===== src/hw/rtl/pbnf_pkg.sv =====
// Shared types and constants of the page bitmap next-fit allocator.
// Depends on nothing; pbnf_csr, pbnf_engine, the top level and the testbench refer to it by scoped names.
package pbnf_pkg;

   // Field widths of the channels and the register port
   localparam int PAGE_W     = 24;
   localparam int COUNT_W    = 13;
   localparam int STATUS_W   = 2;
   localparam int REGION_W   = 2;
   localparam int WORD_BITS  = 32;
   localparam int BIT_W      = 5;
   localparam int CSR_ADDR_W = 5;
   localparam int CSR_DATA_W = 32;
   localparam int CSR_INDEX_W = 3;

   localparam logic [WORD_BITS-1:0] FULL_WORD = 32'hffff_ffff;

   // Request actions
   localparam logic ACTION_ALLOC = 1'b0;
   localparam logic ACTION_FREE  = 1'b1;

   // Register kind, low bit of the register index
   localparam logic CSR_KIND_BASE  = 1'b0;
   localparam logic CSR_KIND_PAGES = 1'b1;

   typedef enum logic [STATUS_W-1:0] {
      STATUS_OK           = 2'd0,
      STATUS_NO_MEMORY    = 2'd1,
      STATUS_OUTSIDE      = 2'd2,
      STATUS_ALREADY_FREE = 2'd3
   } status_type;

   typedef enum logic [2:0] {
      ST_IDLE,
      ST_CHECK,
      ST_SCAN,
      ST_ALLOC_WR,
      ST_FREE_CHK,
      ST_RESP
   } state_type;

   typedef struct packed {
      logic                action;
      logic [REGION_W-1:0] region;
      logic [PAGE_W-1:0]   page_in;
   } req_type;

   typedef struct packed {
      logic [PAGE_W-1:0]   page_out;
      logic [STATUS_W-1:0] status;
      logic [COUNT_W-1:0]  avail_pages;
   } rsp_type;

   // Region (re)initialization, raised in the cycle a page count is written
   typedef struct packed {
      logic                init;
      logic [REGION_W-1:0] region;
      logic [COUNT_W-1:0]  pages;
   } cfg_event_type;

   typedef struct packed {
      logic sweeping;
      logic scanning;
   } eng_status_type;

endpackage


===== src/hw/rtl/pbnf_csr.sv =====
// APB-style register file: base page and page count of each region.
// Depends on pbnf_pkg; raises a region init event when a page count is written.
module pbnf_csr #(
   parameter int REGION_COUNT     = 4,
   parameter int MAX_REGION_PAGES = 4096
) (
   input  logic                            clock,
   input  logic                            reset,
   input  logic                            psel,
   input  logic                            penable,
   input  logic                            pwrite,
   input  logic [pbnf_pkg::CSR_ADDR_W-1:0] paddr,
   input  logic [pbnf_pkg::CSR_DATA_W-1:0] pwdata,
   output logic [pbnf_pkg::CSR_DATA_W-1:0] prdata,
   output logic [pbnf_pkg::PAGE_W-1:0]     base_page [REGION_COUNT],
   output logic [pbnf_pkg::COUNT_W-1:0]    region_pages [REGION_COUNT],
   output pbnf_pkg::cfg_event_type         cfg_event
);

   localparam int RW = (REGION_COUNT > 1) ? $clog2(REGION_COUNT) : 1;

   logic [pbnf_pkg::PAGE_W-1:0]      base_ff  [REGION_COUNT];
   logic [pbnf_pkg::COUNT_W-1:0]     pages_ff [REGION_COUNT];
   logic [pbnf_pkg::CSR_INDEX_W-1:0] index;
   logic [pbnf_pkg::REGION_W-1:0]    reg_region;
   logic                             reg_kind;
   logic                             region_ok;
   logic [RW-1:0]                    rsel;
   logic                             wr_strobe;
   logic [pbnf_pkg::COUNT_W-1:0]     pages_raw;
   logic [pbnf_pkg::COUNT_W-1:0]     pages_sat;

   // Address decode: index = paddr / 4, region = index / 2, kind = index bit 0
   assign index      = paddr[pbnf_pkg::CSR_ADDR_W-1:2];
   assign reg_region = index[pbnf_pkg::CSR_INDEX_W-1:1];
   assign reg_kind   = index[0];
   assign region_ok  = (32'(reg_region) < REGION_COUNT);
   assign rsel       = RW'(reg_region);
   assign wr_strobe  = psel & penable & pwrite;

   // Page count saturates at the region capacity
   assign pages_raw = pwdata[pbnf_pkg::COUNT_W-1:0];
   always_comb begin
      pages_sat = pages_raw;
      if (32'(pages_raw) > MAX_REGION_PAGES) begin
         pages_sat = pbnf_pkg::COUNT_W'(MAX_REGION_PAGES);
      end
   end

   // Register writes
   always_ff @(posedge clock) begin
      if (reset) begin
         for (int r = 0; r < REGION_COUNT; r++) begin
            base_ff[r]  <= '0;
            pages_ff[r] <= '0;
         end
      end else if (wr_strobe && region_ok) begin
         if (reg_kind == pbnf_pkg::CSR_KIND_BASE) begin
            base_ff[rsel] <= pwdata[pbnf_pkg::PAGE_W-1:0];
         end else begin
            pages_ff[rsel] <= pages_sat;
         end
      end
   end

   // Read mux
   always_comb begin
      prdata = '0;
      if (region_ok) begin
         if (reg_kind == pbnf_pkg::CSR_KIND_BASE) begin
            prdata = pbnf_pkg::CSR_DATA_W'(base_ff[rsel]);
         end else begin
            prdata = pbnf_pkg::CSR_DATA_W'(pages_ff[rsel]);
         end
      end
   end

   // Init event toward the engine
   assign cfg_event.init   = wr_strobe && region_ok && (reg_kind == pbnf_pkg::CSR_KIND_PAGES);
   assign cfg_event.region = reg_region;
   assign cfg_event.pages  = pages_sat;

   assign base_page    = base_ff;
   assign region_pages = pages_ff;

endmodule


===== config.mk =====
export PLATFORM = sky130hd
export DESIGN_NAME = pbnf_csr
export DESIGN_NICKNAME = d
export VERILOG_FILES = /design/src/hw/rtl/pbnf_pkg.sv /design/src/hw/rtl/pbnf_csr.sv
export SDC_FILE = /design/constraint.sdc
export NUM_CORES = 1
export LEC_CHECK = 0
export ABC_CLOCK_PERIOD_IN_PS = 1700
export BUFFER_PORTS_ARGS = -buffer_cell sky130_fd_sc_hd__buf_2
export CAP_MARGIN = 30
export CORE_AREA = 5 5 143 145
export CTS_CLUSTER_DIAMETER = 60
export DETAILED_ROUTE_END_ITERATION = 10
export DIE_AREA = 0 0 148 150
export PLACE_DENSITY = 0.66
export SYNTH_ARGS = -nofsm -noshare
export SYNTH_HDL_FRONTEND = slang
export SYNTH_SLANG_ARGS = --single-unit

===== constraint.sdc =====
create_clock -name clock -period 1.7 [get_ports clock]
set_clock_uncertainty 0.15 [all_clocks]
set_input_delay 0.34 -clock clock [delete_from_list [all_inputs] [get_ports clock]]
set_output_delay 0.34 -clock clock [all_outputs]
set_load 0.03 [all_outputs]

# ---- Word-level counts from Yosys, hierarchy flattened
# Cells that the tools add are included.
dict set report classes {
  order_cmp 3
  mux 14
  n_bitwise 4
  n_reduce_logical 4
}
# op n
set op_table {}
lappend op_table {{bitwise mux 96 bit} 1}
lappend op_table {{two-way mux 24 bit} 4}
lappend op_table {{bitwise mux 52 bit} 1}
lappend op_table {{two-way mux 13 bit} 4}
lappend op_table {{binary-select mux 24 bit (select 2 bit)} 1}
lappend op_table {{demux 24 bit (select 2 bit)} 1}
lappend op_table {{binary-select mux 13 bit (select 2 bit)} 1}
lappend op_table {{demux 13 bit (select 2 bit)} 1}
lappend op_table {{> comparator 13 bit (second input constant)} 1}
lappend op_table {{AND reduction 2 bit} 2}
lappend op_table {{>= comparator 3 bit (second input constant)} 1}
lappend op_table {{less-than comparator 3 x 1 -> 1 bit (second input constant)} 1}
lappend op_table {{NOT 2 -> 3 bit} 1}
lappend op_table {{AND 1 bit} 2}
lappend op_table {{logical AND 1 bit} 2}
lappend op_table {{NOT 1 bit} 1}
dict set report word_totals {
  register_bits 148
  input_bits 42
  out_inout_bits 196
  wordCells 33
}

# ---- Depth between registers and ports, before layout
# Gate-level depths: netlist of run 1.
dict set report logic_depth {
  ltp_word 6
  ltp_mapped 6
  ltp_nobuf 3
}

# ---- Worst setup path before layout of run 1
# No wires, ideal clock.
dict set report synth_timing {
  path_kind {in2out}
  startpoint {input paddr[3] (netlist bit)}
  endpoint {output prdata[0] (netlist bit)}
  arrival_time_ns 1.455
  required_ns 1.210
  slack_ns -0.245
  path_stages 4
  n_path_buf 2
  cell_sequence {buf_6 > buf_6 > mux4_2 > mux2_2}
}
dict set report synth_between {
  elab_chain_cells 5
  elab_cells_between_ends 8
  classes_between {7 x mux; 1 x bitwise}
}
# item line_no
set synth_rtl {}
lappend synth_rtl {{from (decl)} pbnf_csr.sv:12} ;# input logic [pbnf_pkg::CSR_ADDR_W-1:0] paddr,
lappend synth_rtl {{NOT 2 -> 3 bit (not written as such) (*)} {pbnf_csr.sv:71, pbnf_csr.sv:73}}
lappend synth_rtl {{binary-select mux 24 bit (select 2 bit) or binary-select mux 13 bit (select 2 bit) (tied branches)} {pbnf_csr.sv:71, pbnf_csr.sv:73}}
lappend synth_rtl {{two-way mux 24 bit (not written as such) or two-way mux 13 bit (tied branches) (2 in series)} {pbnf_csr.sv:71, pbnf_csr.sv:73}}
lappend synth_rtl {{two-way mux 24 bit (*)} pbnf_csr.sv:70} ;# if (reg_kind == pbnf_pkg::CSR_KIND_BASE) begin
lappend synth_rtl {{to (decl)} pbnf_csr.sv:14} ;# output logic [pbnf_pkg::CSR_DATA_W-1:0] prdata,
# Every way passes the cells marked *; elsewhere a longest branch is shown, timed or not. The select of a mux whose other input is x is not followed.

# ---- Final worst setup path of run 1
dict set report layout_timing {
  startpoint {register pages_ff (netlist bit region_pages[38])}
  endpoint {output prdata[12] (netlist bit)}
}
dict set report layout_between {
  elab_chain_cells 4
}
# item line_no
set layout_rtl {}
lappend layout_rtl {{from (decl)} pbnf_csr.sv:23} ;# logic [pbnf_pkg::COUNT_W-1:0] pages_ff [REGION_COUNT];
lappend layout_rtl {{from (signal, indexed assignment)} pbnf_csr.sv:61} ;# pages_ff[rsel] <= pages_sat;
lappend layout_rtl {{binary-select mux 13 bit (select 2 bit)} pbnf_csr.sv:73} ;# prdata = pbnf_pkg::CSR_DATA_W'(pages_ff[rsel]);
lappend layout_rtl {{two-way mux 13 bit (not written as such) (2 in series)} pbnf_csr.sv:73}
lappend layout_rtl {{two-way mux 24 bit} pbnf_csr.sv:70}
# No other way between the ends. The select of a mux whose other input is x is not followed.

==> results of run 1 <==
flip-flops by register name, summed over array words and instances (netlist names):
register and flops:
base_page 96, region_pages 52
through the flow:
| step | area (um^2) | std cells | power [uW] | worst slack [ns] | TNS, ns |
|---|---|---|---|---|---|
| 2_1_floorplan | 7430 | 695 | 4070 | -0.178 | -2.16 |
| 3_3_place_gp | 9800 | 1241 | 4340 | -0.523 | -25.76 |
| 3_5_place_dp | 9800 | 1241 | 4340 | -0.531 | -27.33 |
| 4_1_cts | 10800 | 1294 | 8220 | -0.557 | -8.80 |
| 5_1_grt | 10900 | 1301 | 8430 | -0.581 | -9.44 |
| 6_report | 10900 | 1301 | 8170 | -0.533 | -8.32 |
Yosys cell counts (all sizes together):
cell type / n
dfxtp: 148
nand2b: 137
mux2i: 100
o21ai: 72
nor2b: 48
mux4: 37
buf: 36
clkbuf: 35
nand3: 26
a21oi: 24
mux2: 13
nand2: 5
and2: 1
and2b: 1
and4: 1
and4b: 1
conb: 1
nand4b: 1
nor2: 1
worst max-delay path, cell delays in order, from the launching register on:
cell	delay (ns)
dfxtp_2	0.31
mux4_4	0.58
mux2_4	0.30
buf_6	0.14
worst paths after layout:
check                                                    from                    endpoint  slack [ns]  cells after the start
worst max register to register     base_page[20]$_SDFFE_PP0P_  base_page[20]$_SDFFE_PP0P_        0.59                      5
worst max-delay path            region_pages[38]$_SDFFE_PP0P_                  prdata[12]       -0.53                      3
worst min register to register     base_page[94]$_SDFFE_PP0P_  base_page[94]$_SDFFE_PP0P_        0.34                      2
worst min-delay path                               pwdata[14]  base_page[38]$_SDFFE_PP0P_        0.04                      3
power breakdown:
part | switching [uW] | leakage, uW | internal, uW
clock | 1520 | 0.000285 | 2340
combinational | 472 | 0.00396 | 337
sequential | 13.4 | 0.00122 | 3490
total | 2000 | 0.00546 | 6170
cell type report:
class / count / area, um^2 / share of cell area, %
clock inverter: 13 / 158 / 1.45
clock buffer: 19 / 443 / 4.07
timing repair buffer: 407 / 2960 / 27.2
multi-input combinational: 476 / 3990 / 36.7
sequential: 148 / 3020 / 27.8
tap: 238 / 298 / 2.74
kinds of logic (layout without fill, tap and decap cells):
kind of cell           Yosys count  count (layout)  share of synthesized area [%]
flip-flops                     148             148                           40.9
multiplexers                   150             150                           28.0
AND/OR/NAND/NOR                222             222                           18.8
other                            1               8                         0.0518
buffers and inverters           71             439                           5.58
AO/OA/AOI/OAI                   96              96                           6.63
routing by layer:
metal / vias to the layer above / wire length, um / share of wire (%) / track usage, %
met5: - / 0 / 0 / 0
met1: 3204 / 10700 / 43 / 28.9
met3: 27 / 1820 / 7.3 / 5.09
met4: 0 / 310 / 1.2 / 5.13
li1: 3104 / - / - / -
met2: 223 / 12100 / 48 / 37.1
repair_timing:
action,CTS,global route
gates cloned,1,0
gates resized for setup,100,24
endpoints found under the setup margin,25,25
buffers inserted,20,7
pin swaps,0,1
==> metrics.cfg, run 1 <==
[sta]
maxSlewViolCount=0
finalSetupViolations=25
timing.final.ws_setup_ns=-0.533
finalCritPeriodShare_pct=131
rsz0062_at_grt=yes
clock.fmax_mhz=448
fin_worst_hold_slack_ns=0.0370
hold_viol_final=0
min_period_ns=2.23

[clocking]
worst_setup_hold_path_clk_slew_ns=0.06
clkLatencyLatePin_ns=0.41
clock_tree.buffer_depth=2
tritoncts=built
cts_sinks=148
tritoncts.num_buffers=17
htree_num_levels=4
cts_hold_repair.buffers=0
cts_root_buffer=clkbuf_16

[detailed_routing]
drt-total-wl_um=24900
detailedRoute.firstPassIterationCount=5
post_drt_wl_per_cell_um=19.2
drc_errors=0
drt.antenna.violating_nets=0
initialDrtViolationCount=339
route.vias.total=6558
avgViaCountPerCell=5.04

[die]
start_util_pct=38.0
floorplan.die.width_um=148
total_i_o_pin_count=238
die_height_um=150
design.core.area_um2=19100
fp-row-count=51
fp.dieArea_um2=22200

[yosys]
ys.warnings.count=0
synth_sequential_area_ratio_pct=40.9
syn-cell-area_um2=7240
ys_top_cells_by_area=dfxtp_1, mux2i_1, nand2b_1
synthCells=688
ys_types=27
synth_area_per_cell_um2=10.5
synth.ff_latch_count=148
synth_largest_area_cell=dfxtp_1
synth_largest_type_area_fraction_pct=40.9

[run]
maxCapViolCount=0

[setup_path]
critical_path_class=reg -> out
endpoint_kind=output pin
crit_path_max_fanout=2
critical_path_arrival_ns=1.74
required_ns=1.21
critPathLaunchType=flop

[global_routing]
grt_antenna_before_repair=0
first_global_vias=6585
maximum_number_of_pins_on_one_net_before_global_route_repair=54
gr-total-overflow=0
wire_length_of_the_first_global_routing_pass_um=37700
track_usage_pct=22.0

[layout]
antenna-diode-count=0
fraction_of_layout_instances_using_a_drive_strength_above_1_pct=51.9
final_util_pct=57.0
leading_cell_type_in_the_layout_fill_and_taps_excluded=buf_2
area_growth_pct=50.1
fillCellCount=1675
nNetsFinal=1092
layout.cells.most_common_list=buf_2, buf_4, nand2b_1

[min_path]
hold_class=in -> reg

[placement]
place.port_buffers=219
detailedPlacementHpwl_um=17600
routabilityCongestion=0.804

[run_status]
failing_checks=setup timing
status=finished with violations

[power_and_ir_drop]
cell_leakage_power_uw=0.00546
vdd_ir_drop_max_uv=676
cellPowerDensity_nw_per_um2=752

No activity file was read; power rests on OpenSTA's default activity.
==> inputs of run 2 (changes only) <==
--- a/config.mk
+++ b/config.mk
@@ -6,12 +6,13 @@
 export NUM_CORES = 1
 export LEC_CHECK = 0
 export ABC_CLOCK_PERIOD_IN_PS = 1700
-export BUFFER_PORTS_ARGS = -buffer_cell sky130_fd_sc_hd__buf_2
+export BUFFER_PORTS_ARGS = -buffer_cell sky130_fd_sc_hd__buf_4
 export CAP_MARGIN = 30
 export CORE_AREA = 5 5 143 145
 export CTS_CLUSTER_DIAMETER = 60
 export DETAILED_ROUTE_END_ITERATION = 10
 export DIE_AREA = 0 0 148 150
+export MAX_ROUTING_LAYER = met4
 export PLACE_DENSITY = 0.66
 export SYNTH_ARGS = -nofsm -noshare
 export SYNTH_HDL_FRONTEND = slang
==> metrics.cfg, run 2 (synthesis gave the netlist of run 1 again) <==
[layout]
seq_area_um2=3040
area_growth_pct=53.9
leading_cell_type_in_the_layout_fill_and_taps_excluded=buf_4
nNetsFinal=1085
fraction_of_layout_instances_using_a_drive_strength_above_1_pct=52.7
finalInstanceArea_um2=11100
antenna-diode-count=0
largest_register_ffs=96
multi_input_comb_area_um2=3990
fillCellCount=1654
final_util_pct=58.4
layout.cells.most_common_list=buf_4, nand2b_1, mux2i_1

[power_and_ir_drop]
cell_leakage_power_uw=0.00537
vdd_ir_drop_max_uv=722
cellPowerDensity_nw_per_um2=704

[detailed_routing]
post_drt_wl_per_cell_um=19.1
drc_errors=0
avgViaCountPerCell=5.02
initialDrtViolationCount=395
drt.antenna.violating_nets=0
detailedRoute.firstPassIterationCount=4
route.vias.total=6496
drt-total-wl_um=24700

[setup_path]
required_ns=1.21
critical_path_arrival_ns=1.74
crit_path_max_fanout=2
cpLargestDelayFamily=multiplexers
timing.critical_path.buf_inv=1
critPathSlowestCell=mux4_4
endpoint_kind=output pin
slowest_delay_ns=0.58
timing.critical_path.cells=mux4_4 -> mux2_4 -> buf_6
critical_path_class=reg -> out
critPathLaunchType=flop

[placement]
detailed_place.area_um2=10300
routabilityCongestion=0.830
placement.setup.worst_slack_ns=-0.592
detailedPlacementHpwl_um=17500
place.port_buffers=219

[sta]
clock.fmax_mhz=448
timing.final.ws_setup_ns=-0.535
setup_tns_ns=-8.45
fin_worst_hold_slack_ns=0.0271
min_period_ns=2.23
finalSetupViolations=24
rsz0062_at_grt=yes
maxSlewViolCount=0
hold_viol_final=0
finalCritPeriodShare_pct=131

[clocking]
tritoncts.num_buffers=17
worst_setup_hold_path_clk_slew_ns=0.06
htree_num_levels=4
clkLatencyLatePin_ns=0.42
tritoncts=built
cts_sinks=148
cts_root_buffer=clkbuf_16
clock_tree.buffer_depth=2

[die]
total_i_o_pin_count=238
fp-row-count=51
start_util_pct=38.0
design.core.area_um2=19100
floorplan.die.width_um=148
die_height_um=150
fp.dieArea_um2=22200

[global_routing]
gr-total-overflow=0
wire_length_of_the_first_global_routing_pass_um=38100
track_usage_pct=22.8
grt_antenna_before_repair=0
maximum_number_of_pins_on_one_net_before_global_route_repair=65
grt.busiest_layer=met2
first_global_vias=6841
grt_use_met1_pct=28.1
groute.layer.met2.usage_pct=37.2
globalRouteMet3Util_pct=6.24

[run_status]
failing_checks=setup timing
status=finished with violations

[min_path]
hold_class=in -> reg

[run]
maxCapViolCount=0

## run 2: area by class of cell
| type | instances | area share, % |
|---|---|---|
| well taps | 238 | 2.67 |
| clock buffers | 19 | 4.06 |
| clock inverters | 13 | 0.898 |
| flip-flops and latches | 148 | 27.3 |
| multi-input cells | 476 | 35.8 |
| repair buffers | 400 | 29.3 |
## run 2: timing repair
item,in CTS,in global routing
setup buffers,20,3
resized for setup,81,17
setup endpoints to repair,25,24
hold buffers,0,0
pin swaps,0,0
## run 2: stage by stage
step                      power (uW)  std cells
after floorplan                 4070        695
after global placement          4360       1239
after detailed placement        4360       1239
after CTS                       7890       1291
after global routing            8090       1294
final                           7850       1294
## run 2: final timing paths
path	depth (start not counted)	to	start	slack [ns]
worst min-delay path	3	base_page[37]$_SDFFE_PP0P_	pwdata[13]	0.03
worst max-delay path	3	prdata[12]	region_pages[38]$_SDFFE_PP0P_	-0.53
worst min register to register	2	base_page[45]$_SDFFE_PP0P_	base_page[45]$_SDFFE_PP0P_	0.34
worst max register to register	4	base_page[2]$_SDFFE_PP0P_	base_page[2]$_SDFFE_PP0P_	0.67
## run 2: metal layers
layer,vias to the layer above,share of wire [%],routed length (um)
met5,-,0,0
li1,3088,-,-
met4,0,1.5,374
met1,3160,43,10600
met3,28,7.2,1780
met2,220,48,12000
## run 2: worst reg2reg max path, stage by stage, from the launching register on
cell     delay [ns]
dfxtp_1        0.33
buf_4          0.15
nor2b_1        0.11
o21ai_0        0.07
o21ai_0        0.10
## run 2: where the power goes
group,total [uW],switching (uW),internal (uW)
clock,3540,1590,1960
combinational,798,459,339
sequential,3500,13.0,3490
total,7850,2060,5790
